File: src/rtl/gnc_pkg.sv
package gnc_pkg;

  localparam int DEF_GRAD_WIDTH   = 16;
  localparam int DEF_MAX_ELEMENTS = 65536;

  localparam int NORM_W    = 24;
  localparam int THR_W     = 24;
  localparam int FACTOR_W  = 17;
  localparam int FRAC_W    = 16;
  localparam int DIV_STEPS = FACTOR_W;

  localparam logic [THR_W-1:0]    THR_RESET = 24'd4096;
  localparam logic [FACTOR_W-1:0] UNITY     = 17'h10000;

  localparam logic ACT_ACCUM = 1'b0;
  localparam logic ACT_SCALE = 1'b1;

  typedef enum logic [2:0] {
    S_IDLE,
    S_MUL,
    S_ACC,
    S_SQRT,
    S_NORM,
    S_DIV,
    S_OUT
  } state_t;

  typedef struct packed {
    logic load;
    logic mul;
    logic acc;
    logic sqrt_step;
    logic norm;
    logic div_step;
    logic out_load;
  } cmd_t;

  typedef struct packed {
    logic action;
    logic last;
    logic sqrt_done;
    logic div_needed;
    logic div_done;
    logic out_free;
  } sts_t;

endpackage

File: src/rtl/gnc_controller.sv
module gnc_controller (
  input  logic          clk,
  input  logic          rst,
  input  logic          in_valid,
  output logic          in_ready,
  input  gnc_pkg::sts_t sts,
  output gnc_pkg::cmd_t cmd
);
  import gnc_pkg::*;

  state_t state;
  state_t state_next;

  always_ff @(posedge clk) begin
    if (rst) begin
      state <= S_IDLE;
    end else begin
      state <= state_next;
    end
  end

  always_comb begin
    state_next = state;
    case (state)
      S_IDLE: begin
        if (in_valid) state_next = S_MUL;
      end
      S_MUL: begin
        state_next = S_ACC;
      end
      S_ACC: begin
        if (sts.action == ACT_ACCUM && sts.last) state_next = S_SQRT;
        else state_next = S_OUT;
      end
      S_SQRT: begin
        if (sts.sqrt_done) state_next = S_NORM;
      end
      S_NORM: begin
        if (sts.div_needed) state_next = S_DIV;
        else state_next = S_OUT;
      end
      S_DIV: begin
        if (sts.div_done) state_next = S_OUT;
      end
      S_OUT: begin
        if (sts.out_free) state_next = S_IDLE;
      end
      default: begin
        state_next = S_IDLE;
      end
    endcase
  end

  always_comb begin
    cmd           = '0;
    in_ready      = 1'b0;
    case (state)
      S_IDLE: begin
        in_ready = !rst;
        cmd.load = in_valid && !rst;
      end
      S_MUL:  cmd.mul = 1'b1;
      S_ACC:  cmd.acc = 1'b1;
      S_SQRT: cmd.sqrt_step = 1'b1;
      S_NORM: cmd.norm = 1'b1;
      S_DIV:  cmd.div_step = 1'b1;
      S_OUT:  cmd.out_load = sts.out_free;
      default: begin
        cmd = '0;
      end
    endcase
  end

  a_out_load_free: assert property (@(posedge clk) disable iff (rst)
    cmd.out_load |-> sts.out_free)
    else $error("result loaded while output register is occupied");

  a_load_to_mul: assert property (@(posedge clk) disable iff (rst)
    cmd.load |=> state == S_MUL)
    else $error("accepted item did not start its multiply");

  a_div_exit: assert property (@(posedge clk) disable iff (rst)
    (state == S_DIV && sts.div_done) |=> state == S_OUT)
    else $error("division end did not lead to result load");

endmodule

File: src/rtl/gnc_datapath.sv
module gnc_datapath #(
  parameter int GRAD_WIDTH   = gnc_pkg::DEF_GRAD_WIDTH,
  parameter int MAX_ELEMENTS = gnc_pkg::DEF_MAX_ELEMENTS
) (
  input  logic                             clk,
  input  logic                             rst,
  input  gnc_pkg::cmd_t                    cmd,
  output gnc_pkg::sts_t                    sts,
  input  logic                             in_action,
  input  logic signed [GRAD_WIDTH-1:0]     in_gradient,
  input  logic                             in_last,
  input  logic                             cfg_wr_en,
  input  logic [gnc_pkg::THR_W-1:0]        cfg_wr_data,
  output logic                             out_valid,
  input  logic                             out_ready,
  output logic signed [GRAD_WIDTH-1:0]     out_gradient,
  output logic [gnc_pkg::NORM_W-1:0]       out_norm,
  output logic                             out_clip,
  output logic                             out_norm_ready
);
  import gnc_pkg::*;

  localparam int SUM_W    = 2 * GRAD_WIDTH - 1 + $clog2(MAX_ELEMENTS);
  localparam int SQ_W     = 2 * GRAD_WIDTH - 1;
  localparam int ROOT_W   = (SUM_W + 1) / 2;
  localparam int RAD_W    = 2 * ROOT_W;
  localparam int REM_W    = ROOT_W + 3;
  localparam int MB_W     = ((GRAD_WIDTH > FACTOR_W) ? GRAD_WIDTH : FACTOR_W) + 1;
  localparam int PROD_W   = GRAD_WIDTH + MB_W;
  localparam int STEP_MAX = (ROOT_W > DIV_STEPS) ? ROOT_W : DIV_STEPS;
  localparam int CNT_W    = $clog2(STEP_MAX);

  logic                         action;
  logic signed [GRAD_WIDTH-1:0] grad;
  logic                         last;
  logic signed [PROD_W-1:0]     prod;
  logic signed [MB_W-1:0]       mul_b;
  logic signed [PROD_W-1:0]     scaled;
  logic [SUM_W-1:0]             square_sum;
  logic [SUM_W:0]               sum_add;
  logic [SUM_W-1:0]             sum_sat;
  logic [THR_W-1:0]             clip_threshold;
  logic [NORM_W-1:0]            norm_value;
  logic [FACTOR_W-1:0]          scale_factor;
  logic                         clipping_on;
  logic signed [GRAD_WIDTH-1:0] result;
  logic                         ready_flag;
  logic [CNT_W-1:0]             cnt;
  logic [RAD_W-1:0]             rad;
  logic [REM_W-1:0]             sq_rem;
  logic [REM_W-1:0]             sq_rem_sh;
  logic [REM_W-1:0]             sq_trial;
  logic [ROOT_W-1:0]            root;
  logic [NORM_W-1:0]            root_norm;
  logic [NORM_W-1:0]            div_rem;
  logic [NORM_W:0]              div_trial;
  logic [DIV_STEPS-1:0]         div_bits;
  logic [FACTOR_W-1:0]          quot;
  logic [FACTOR_W-1:0]          quot_next;
  logic [NORM_W-1:0]            div_rem_next;

  assign mul_b = (action == ACT_SCALE) ? $signed({{(MB_W - FACTOR_W){1'b0}}, scale_factor})
                                       : MB_W'(grad);
  assign scaled  = prod >>> FRAC_W;
  assign sum_add = {1'b0, square_sum} + (SUM_W + 1)'(prod[SQ_W-1:0]);
  assign sum_sat = sum_add[SUM_W] ? {SUM_W{1'b1}} : sum_add[SUM_W-1:0];

  assign sq_rem_sh = {sq_rem[REM_W-3:0], rad[RAD_W-1 -: 2]};
  assign sq_trial  = REM_W'({root, 2'b01});
  assign root_norm = NORM_W'(root);

  assign div_trial = {div_rem, div_bits[DIV_STEPS-1]};
  always_comb begin
    if (div_trial >= {1'b0, norm_value}) begin
      div_rem_next = NORM_W'(div_trial - {1'b0, norm_value});
      quot_next    = {quot[FACTOR_W-2:0], 1'b1};
    end else begin
      div_rem_next = div_trial[NORM_W-1:0];
      quot_next    = {quot[FACTOR_W-2:0], 1'b0};
    end
  end

  always_ff @(posedge clk) begin
    if (cmd.load) begin
      action <= in_action;
      grad   <= in_gradient;
      last   <= in_last;
    end
    if (cmd.mul) begin
      prod <= grad * mul_b;
    end
    if (cmd.acc) begin
      ready_flag <= (action == ACT_ACCUM) && last;
      if (action == ACT_SCALE && clipping_on) result <= scaled[GRAD_WIDTH-1:0];
      else result <= grad;
      if (action == ACT_ACCUM && last) begin
        rad    <= RAD_W'(sum_sat);
        sq_rem <= '0;
        root   <= '0;
        cnt    <= '0;
      end
    end
    if (cmd.sqrt_step) begin
      rad <= rad << 2;
      cnt <= cnt + 1'b1;
      if (sq_rem_sh >= sq_trial) begin
        sq_rem <= sq_rem_sh - sq_trial;
        root   <= {root[ROOT_W-2:0], 1'b1};
      end else begin
        sq_rem <= sq_rem_sh;
        root   <= {root[ROOT_W-2:0], 1'b0};
      end
    end
    if (cmd.norm) begin
      cnt      <= '0;
      div_rem  <= NORM_W'(clip_threshold >> 1);
      div_bits <= {clip_threshold[0], {FRAC_W{1'b0}}};
      quot     <= '0;
    end
    if (cmd.div_step) begin
      cnt      <= cnt + 1'b1;
      div_rem  <= div_rem_next;
      div_bits <= div_bits << 1;
      quot     <= quot_next;
    end
    if (cmd.out_load) begin
      out_gradient   <= result;
      out_norm       <= norm_value;
      out_clip       <= clipping_on;
      out_norm_ready <= ready_flag;
    end
  end

  always_ff @(posedge clk) begin
    if (rst) begin
      square_sum     <= '0;
      norm_value     <= '0;
      scale_factor   <= UNITY;
      clipping_on    <= 1'b0;
      clip_threshold <= THR_RESET;
      out_valid      <= 1'b0;
    end else begin
      if (cfg_wr_en) clip_threshold <= cfg_wr_data;
      if (cmd.acc && action == ACT_ACCUM) begin
        square_sum <= last ? '0 : sum_sat;
      end
      if (cmd.norm) begin
        norm_value <= root_norm;
        if (!sts.div_needed) begin
          scale_factor <= UNITY;
          clipping_on  <= 1'b0;
        end
      end
      if (cmd.div_step && sts.div_done) begin
        scale_factor <= quot_next;
        clipping_on  <= 1'b1;
      end
      if (cmd.out_load) out_valid <= 1'b1;
      else if (out_ready) out_valid <= 1'b0;
    end
  end

  always_comb begin
    sts            = '0;
    sts.action     = action;
    sts.last       = last;
    sts.sqrt_done  = cnt == CNT_W'(ROOT_W - 1);
    sts.div_needed = (root_norm != '0) && (root_norm >= clip_threshold);
    sts.div_done   = cnt == CNT_W'(DIV_STEPS - 1);
    sts.out_free   = !out_valid || out_ready;
  end

  a_unity_when_off: assert property (@(posedge clk) disable iff (rst)
    !clipping_on |-> scale_factor == UNITY)
    else $error("scale factor not unity while clipping is off");

  a_clip_needs_norm: assert property (@(posedge clk) disable iff (rst)
    clipping_on |-> norm_value != '0)
    else $error("clipping active with a zero norm");

  a_sum_cleared: assert property (@(posedge clk) disable iff (rst)
    (cmd.acc && action == ACT_ACCUM && last) |=> square_sum == '0)
    else $error("square sum not cleared after the last element");

endmodule

File: src/rtl/gradient_norm_clipper_unit.sv
// Gradient clipping by global L2 norm. Feed every gradient once with tuser = 0
// (accumulate) and tlast on the final one, then again with tuser = 1 (scale).
// Every item yields one result item. An accumulate or scale item goes from
// acceptance to its result register through input capture, one shared
// multiplier, the accumulate or scale step, and the result load. The last
// accumulate item additionally runs a one-bit-per-cycle square root over the
// sum (ROOT_W = (2*GRAD_WIDTH - 1 + clog2(MAX_ELEMENTS) + 1) / 2 result bits, 24
// by default), a step to store the norm, and, when clipping engages, a
// restoring division for the 17-bit factor. A finished result waits in the
// output register while the next item is accepted.
module gradient_norm_clipper_unit #(
  parameter int GRAD_WIDTH   = gnc_pkg::DEF_GRAD_WIDTH,
  parameter int MAX_ELEMENTS = gnc_pkg::DEF_MAX_ELEMENTS
) (
  input  logic                                   clk,
  input  logic                                   rst,
  input  logic                                   s_axis_tvalid,
  output logic                                   s_axis_tready,
  // gradient
  input  logic [((GRAD_WIDTH + 7) / 8) * 8 - 1:0] s_axis_tdata,
  input  logic                                   s_axis_tlast,
  // action
  input  logic                                   s_axis_tuser,
  output logic                                   m_axis_tvalid,
  input  logic                                   m_axis_tready,
  // scaled_gradient, norm
  output logic [((GRAD_WIDTH + gnc_pkg::NORM_W + 7) / 8) * 8 - 1:0] m_axis_tdata,
  output logic                                   m_axis_tlast,
  // clip_active
  output logic                                   m_axis_tuser,
  input  logic                                   cfg_wr_en,
  input  logic [gnc_pkg::THR_W-1:0]              cfg_wr_data
);
  import gnc_pkg::*;

  localparam int OUT_W   = ((GRAD_WIDTH + NORM_W + 7) / 8) * 8;
  localparam int OUT_PAD = OUT_W - GRAD_WIDTH - NORM_W;

  cmd_t                         cmd;
  sts_t                         sts;
  logic signed [GRAD_WIDTH-1:0] out_gradient;
  logic [NORM_W-1:0]            out_norm;

  gnc_controller u_ctrl (
    .clk      (clk),
    .rst      (rst),
    .in_valid (s_axis_tvalid),
    .in_ready (s_axis_tready),
    .sts      (sts),
    .cmd      (cmd)
  );

  gnc_datapath #(
    .GRAD_WIDTH   (GRAD_WIDTH),
    .MAX_ELEMENTS (MAX_ELEMENTS)
  ) u_dp (
    .clk            (clk),
    .rst            (rst),
    .cmd            (cmd),
    .sts            (sts),
    .in_action      (s_axis_tuser),
    .in_gradient    ($signed(s_axis_tdata[GRAD_WIDTH-1:0])),
    .in_last        (s_axis_tlast),
    .cfg_wr_en      (cfg_wr_en),
    .cfg_wr_data    (cfg_wr_data),
    .out_valid      (m_axis_tvalid),
    .out_ready      (m_axis_tready),
    .out_gradient   (out_gradient),
    .out_norm       (out_norm),
    .out_clip       (m_axis_tuser),
    .out_norm_ready (m_axis_tlast)
  );

  generate
    if (OUT_PAD > 0) begin : g_pad
      assign m_axis_tdata = {{OUT_PAD{1'b0}}, out_norm, out_gradient};
    end else begin : g_nopad
      assign m_axis_tdata = {out_norm, out_gradient};
    end
  endgenerate

endmodule
File: config.mk
export PLATFORM = sky130hd
export DESIGN_NAME = gradient_norm_clipper_unit
export DESIGN_NICKNAME = d
export VERILOG_FILES = /design/src/rtl/gnc_pkg.sv /design/src/rtl/gnc_controller.sv /design/src/rtl/gnc_datapath.sv /design/src/rtl/gradient_norm_clipper_unit.sv
export SDC_FILE = /design/constraint.sdc
export NUM_CORES = 2
export LEC_CHECK = 0
export ABC_CLOCK_PERIOD_IN_PS = 9590
export BUFFER_PORTS_ARGS = -buffer_cell sky130_fd_sc_hd__buf_2
export CORE_UTILIZATION = 50
export CTS_CLUSTER_DIAMETER = 60
export DETAILED_ROUTE_END_ITERATION = 7
export GPL_ROUTABILITY_DRIVEN = 0
export PLACE_DENSITY = 0.66
export SLEW_MARGIN = 20
export SYNTH_ARGS = -nofsm -noshare
export SYNTH_HDL_FRONTEND = slang
export SYNTH_SLANG_ARGS = --single-unit
File: constraint.sdc
create_clock -name clk -period 9.59 [get_ports clk]
set_input_delay 1.918 -clock clk [delete_from_list [all_inputs] [get_ports clk]]
set_output_delay 1.918 -clock clk [all_outputs]
set_load 0.01 [all_outputs]
# Word-level counts from Yosys, hierarchy flattened
# Cells that the tools add are included.
# word_totals
input_bits	47
ff_bits	369
output_inout_bits	44
# op_classes
add_sub_neg	4
mux	50
magnitude_cmp	3
reduce_logical	23
multipliers	1
bitwise_logic	1
n_eq_ne	13
# op_table
cell	n
2-to-1 mux 24 bit	6
2-to-1 mux 48 bit	3
2-to-1 mux 25 bit	4
2-to-1 mux 47 bit	2
2-to-1 mux 17 bit	4
adder 47 x 31 -> 48 bit	1
2-to-1 mux 16 bit	3
multiplier 16 x 18 -> 32 bit	1
greater-or-equal comparator 27 x 26 -> 1 bit	1
greater-or-equal comparator 25 x 24 -> 1 bit	1
2-to-1 mux 5 bit	5
subtractor 25 bit	1
greater-or-equal comparator 24 bit	1
nonzero test 24 bit	1
subtractor 24 bit	1
one-hot mux 3 bit (7 select lines)	1
2-to-1 mux 18 bit	1
2-to-1 mux 1 bit	15
2-to-1 mux 3 bit	5
== test 5 bit (second input constant)	2
nonzero test 2 bit	5
== test 3 bit (second input constant)	3
AND reduction 2 bit	4
nonzero test 4 bit	2
other kinds (12)	22

# Logic depth before layout (Yosys ltp)
# depth
word_depth	7
ltp_mapped	27
mapped_depth_nobuf	26

# Hierarchy
# Synthesis repeated with hierarchy kept, for this count alone.
# unflattened
hier_cells	3042
hier_area_um2	30040.1
# modules_own_cells
module	area_each_um2	cells_per_inst	instances
gnc_datapath	29743.5	3003	1
gnc_controller	296.5	39	1

# Worst setup path before layout
# OpenSTA, ideal clock, no wires.
# synth_path
path_kind	register -> register
startpoint	reg u_dp.action
endpoint	reg u_dp.prod[28], data pin
t_arrival_ns	6.658
setup_slack_ns	2.675
stages_incl_launch_ff	25
n_path_buf	3
cell_sequence	edfxtp_1 > clkbuf_1 > clkbuf_1 > mux2i_1 > clkbuf_1 > nand2_1 > fa_1 > fa_1 > inv_1 > fa_1 > fa_1 > fa_1 > inv_1 > fa_1 > inv_1 > ha_1 > and3_1 > or2_2 > o22ai_1 > a31oi_1 > and2_1 > o31a_1 > o21ai_0 > nor2b_1 > xnor2_1
# synth_via
elab_chain_len	2
# synth_lines
element	line_no	rtl
start, declared	gnc_datapath.sv:33	logic action;
start signal, assigned	gnc_datapath.sv:85	action <= in_action;
2-to-1 mux 18 bit	gnc_datapath.sv:62	assign mul_b = (action == ACT_SCALE) ? $signed({{(MB_W - FACTOR_W){1'b0}}, scale_factor})
multiplier 16 x 18 -> 32 bit	gnc_datapath.sv:90	prod <= grad * mul_b;
end signal, assigned	gnc_datapath.sv:90	
end, declared	gnc_datapath.sv:36	logic signed [PROD_W-1:0] prod;
# No other way between the ends.
# A chain may end at the register's enable or synchronous reset.

# Worst setup path in the final report
# layout_path
startpoint	reg u_dp.grad[15]
endpoint	reg u_dp.prod[31], data pin
# layout_via
elab_chain_len	2
# layout_lines
element	line_no	rtl
start, declared	gnc_datapath.sv:34	logic signed [GRAD_WIDTH-1:0] grad;
start signal, assigned	gnc_datapath.sv:86	grad <= in_gradient;
2-to-1 mux 18 bit	gnc_datapath.sv:62	
multiplier 16 x 18 -> 32 bit (*)	gnc_datapath.sv:90	
# Every way passes the cells marked *; elsewhere a longest branch is shown, timed or not.

==> results.py <==
metrics = {
    "run_status": {
        "outcome": "finished clean",
    },
    "floorplan": {
        "die-area_mm2": 0.0607,
        "core_mm2": 0.0590,
        "row_count": 89,
        "fp.dieW_um": 246,
        "fp.dieH_um": 246,
        "initial_core_util_pct": 50.6,
        "io_pins": 91,
    },
    "critical_path": {
        "path_delay_family": "adder cells",
        "crit_top_cell": "fa_1",
        "path_depth": 23,
        "rr_worst_depth": 23,
        "critical_path_arrival_ns": 8.33,
        "crit_chain": "inv_1, nor2_1, a21o_1, nand2_1, fa_1, inv_1, fa_1, fa_1, fa_1, fa_1, inv_1, fa_1, inv_1, ha_1, a21oi_1, o21ai_0, a21o_1, o221a_2, nor3_1, a21oi_1, a21oi_1, o21ai_0, xnor2_1",
        "slowest_stage": "edfxtp_1",
        "crit_required_ns": 9.93,
        "worst_path_largest_cell_delay_ns": 0.69,
        "cp-end-kind": "register",
        "path_class": "reg2reg",
        "cp_max_fo": 18,
        "crit_buf_inv": 4,
        "start_kind": "register",
    },
    "yosys": {
        "syn_nets": 3623,
        "synth_cells": 3108,
        "synth.avg_cell_area_um2": 9.60,
        "synth.ff_latch_count": 369,
        "ys_types": 79,
        "dominantRegCellSynth": "edfxtp_1",
        "synth_area_mm2": 0.0298,
        "synth-warning-count": 0,
        "synth_edf_count": 250,
        "ys_seq_area_share_pct": 33.1,
        "synthArstFlopShare_pct": 0,
    },
    "detailed_routing": {
        "wirelength_um": 79000,
        "routed_via_density": 5.72,
        "ant_nets": 0,
        "drtIter0Drc": 1785,
        "dr.pass1.iters": 5,
        "drc": 0,
        "via_count": 22571,
        "wl_per_cell_um": 20.0,
    },
    "timing": {
        "hold_viol": 0,
        "clock.fmax_mhz": 125,
        "relSlewSlack_pct": 23.7,
        "setup-violations-final": 0,
        "post-route-period-util_pct": 83.3,
        "final.setup.tns_ns": 0,
        "fin_worst_skew_ns": 0.0374,
        "worst_pin_slew_ns": 1.14,
        "drv_slew": 0,
        "finalCriticalPeriod_ns": 7.99,
        "rsz0062_at_grt": "no",
    },
    "final_layout": {
        "areaGrowthSynthToFinish_pct": 8.82,
        "layout_commonest_cell": "inv_1",
        "drive_gt1_share_pct": 7.98,
        "fillCellCount": 5189,
        "fin_nets": 3651,
        "regArea_mm2": 0.00989,
        "final_cell_mix": "inv_1 (455), nand2_1 (380), fa_1 (278)",
        "n_antenna_cell": 0,
        "multi_input_area_mm2": 0.0177,
    },
    "placed_design": {
        "portBuffers": 90,
        "place_hpwl_um": 58700,
    },
    "cts": {
        "clk_pin_slew_ns": 0.06,
        "numCtsBuffers": 45,
        "cts_tree": "yes",
        "clock_latency_ns": 0.60,
        "cts.sinks": 369,
        "postCtsSetupRepairBufs": 0,
        "hold_buffers": 0,
        "cts_max_level": 2,
        "cts_resized": 0,
        "clk_path_buf_depth": 3,
        "clockRootBuffer": "clkbuf_16",
    },
    "global_routing": {
        "grt_pass1_wl_um": 125000,
        "grt_use_total_pct": 26.5,
        "grt_overflow": 0,
        "antenna_found_initial": 1,
        "grt_pass1_vias": 22761,
        "grt_max_degree": 66,
    },
    "worst_hold_path": {
        "holdPathStages": 0,
        "hold_path_class": "reg2reg",
    },
    "job": {
        "drv_cap": 0,
    },
}
-- path summary, 6_finish.rpt --
path | endpoint | startpoint | slack [ns]
min reg2reg | u_dp.out_gradient[7] | u_dp.result[7] | 0.41
max reg2reg | u_dp.prod[31] | u_dp.grad[15] | 1.60
max | u_dp.prod[31] | u_dp.grad[15] | 1.60
min | u_dp.out_gradient[7] | u_dp.result[7] | 0.41
-- registers in the layout (all words and copies together), names as in the netlist, 3 cells and up --
signal and cells:
u_ctrl.state 3, u_dp.clip_threshold 24, u_dp.cnt 5, u_dp.div_rem 24, u_dp.grad 16, u_dp.norm_value 24
u_dp.out_gradient 16, u_dp.out_norm 24, u_dp.prod 32, u_dp.quot 16, u_dp.rad 48, u_dp.result 16
u_dp.root 24, u_dp.scale_factor 17, u_dp.sq_rem 25, u_dp.square_sum 47
-- logic make-up after synthesis --
logic type	Yosys count	synth area share, %
and+or+nand+nor	931	14.8
buffers and inverters	595	7.59
AOI/OAI and AO/OA	559	12.0
adders and majority gates	468	26.6
DFF	369	33.1
xor gates and xnor gates	109	3.20
muxes	77	2.71
-- area by class of cell --
cell class / instances / area share, %
Clock inverter: 19 / 0.624
Inverter: 455 / 5.26
Timing Repair Buffer: 121 / 2.10
Tap cell: 773 / 2.98
Multi-Input combinational cell: 2144 / 54.6
Sequential cell: 369 / 30.5
Clock buffer: 64 / 3.94
-- synthesized netlist by cell type, types with 31 or more instances --
cell type | count | area, um^2
and2_1 | 125 | 782
o21a_1 | 32 | 240
nor3_1 | 31 | 155
mux2i_1 | 46 | 460
nand2_1 | 382 | 1430
xnor2_1 | 81 | 709
o21ai_0 | 141 | 706
nor2_1 | 171 | 642
dfxtp_1 | 119 | 2380
ha_1 | 190 | 2380
fa_1 | 278 | 5570
edfxtp_1 | 250 | 7510
mux2_2 | 31 | 349
and3_1 | 44 | 275
clkbuf_1 | 125 | 469
inv_1 | 455 | 1710
a22o_1 | 32 | 280
nor2b_1 | 33 | 206
a21o_1 | 43 | 323
a21oi_1 | 153 | 766
nand3_1 | 41 | 205
-- layer usage --
metal / GRT usage [%] / wire, um / up-vias
li1: - / - / 10411
met1: 35.6 / 33700 / 11185
met2: 43.3 / 37200 / 808
met3: 3.74 / 5230 / 167
met4: 10.1 / 2850 / 0
met5: 0 / 0 / -
-- worst register-to-register path, cell delays in order, from the launching register on --
cell and delay [ns]:
edfxtp_1 0.69, inv_1 0.49, nor2_1 0.51, a21o_1 0.50
nand2_1 0.14, fa_1 0.51, inv_1 0.06, fa_1 0.53
fa_1 0.47, fa_1 0.53, fa_1 0.56, inv_1 0.06
fa_1 0.53, inv_1 0.04, ha_1 0.36, a21oi_1 0.17
o21ai_0 0.13, a21o_1 0.23, o221a_2 0.25, nor3_1 0.36
a21oi_1 0.12, a21oi_1 0.23, o21ai_0 0.14, xnor2_1 0.13
-- metrics by stage --
stage	hold slack, ns	instance area, um^2	setup WS (ns)	std cells	util, %
floorplan	0.400	29800	2.67	3108	-
global placement	0.401	31000	1.76	3862	52.5
detailed placement	0.405	31000	1.62	3862	52.5
CTS	0.419	32500	1.57	3945	55.0
global route	0.421	32500	1.21	3945	55.0
finish	0.414	32500	1.60	3945	55.0
Power is not shown: default switching activity piles up to over one toggle a cycle in this logic, so the estimate is an artifact.
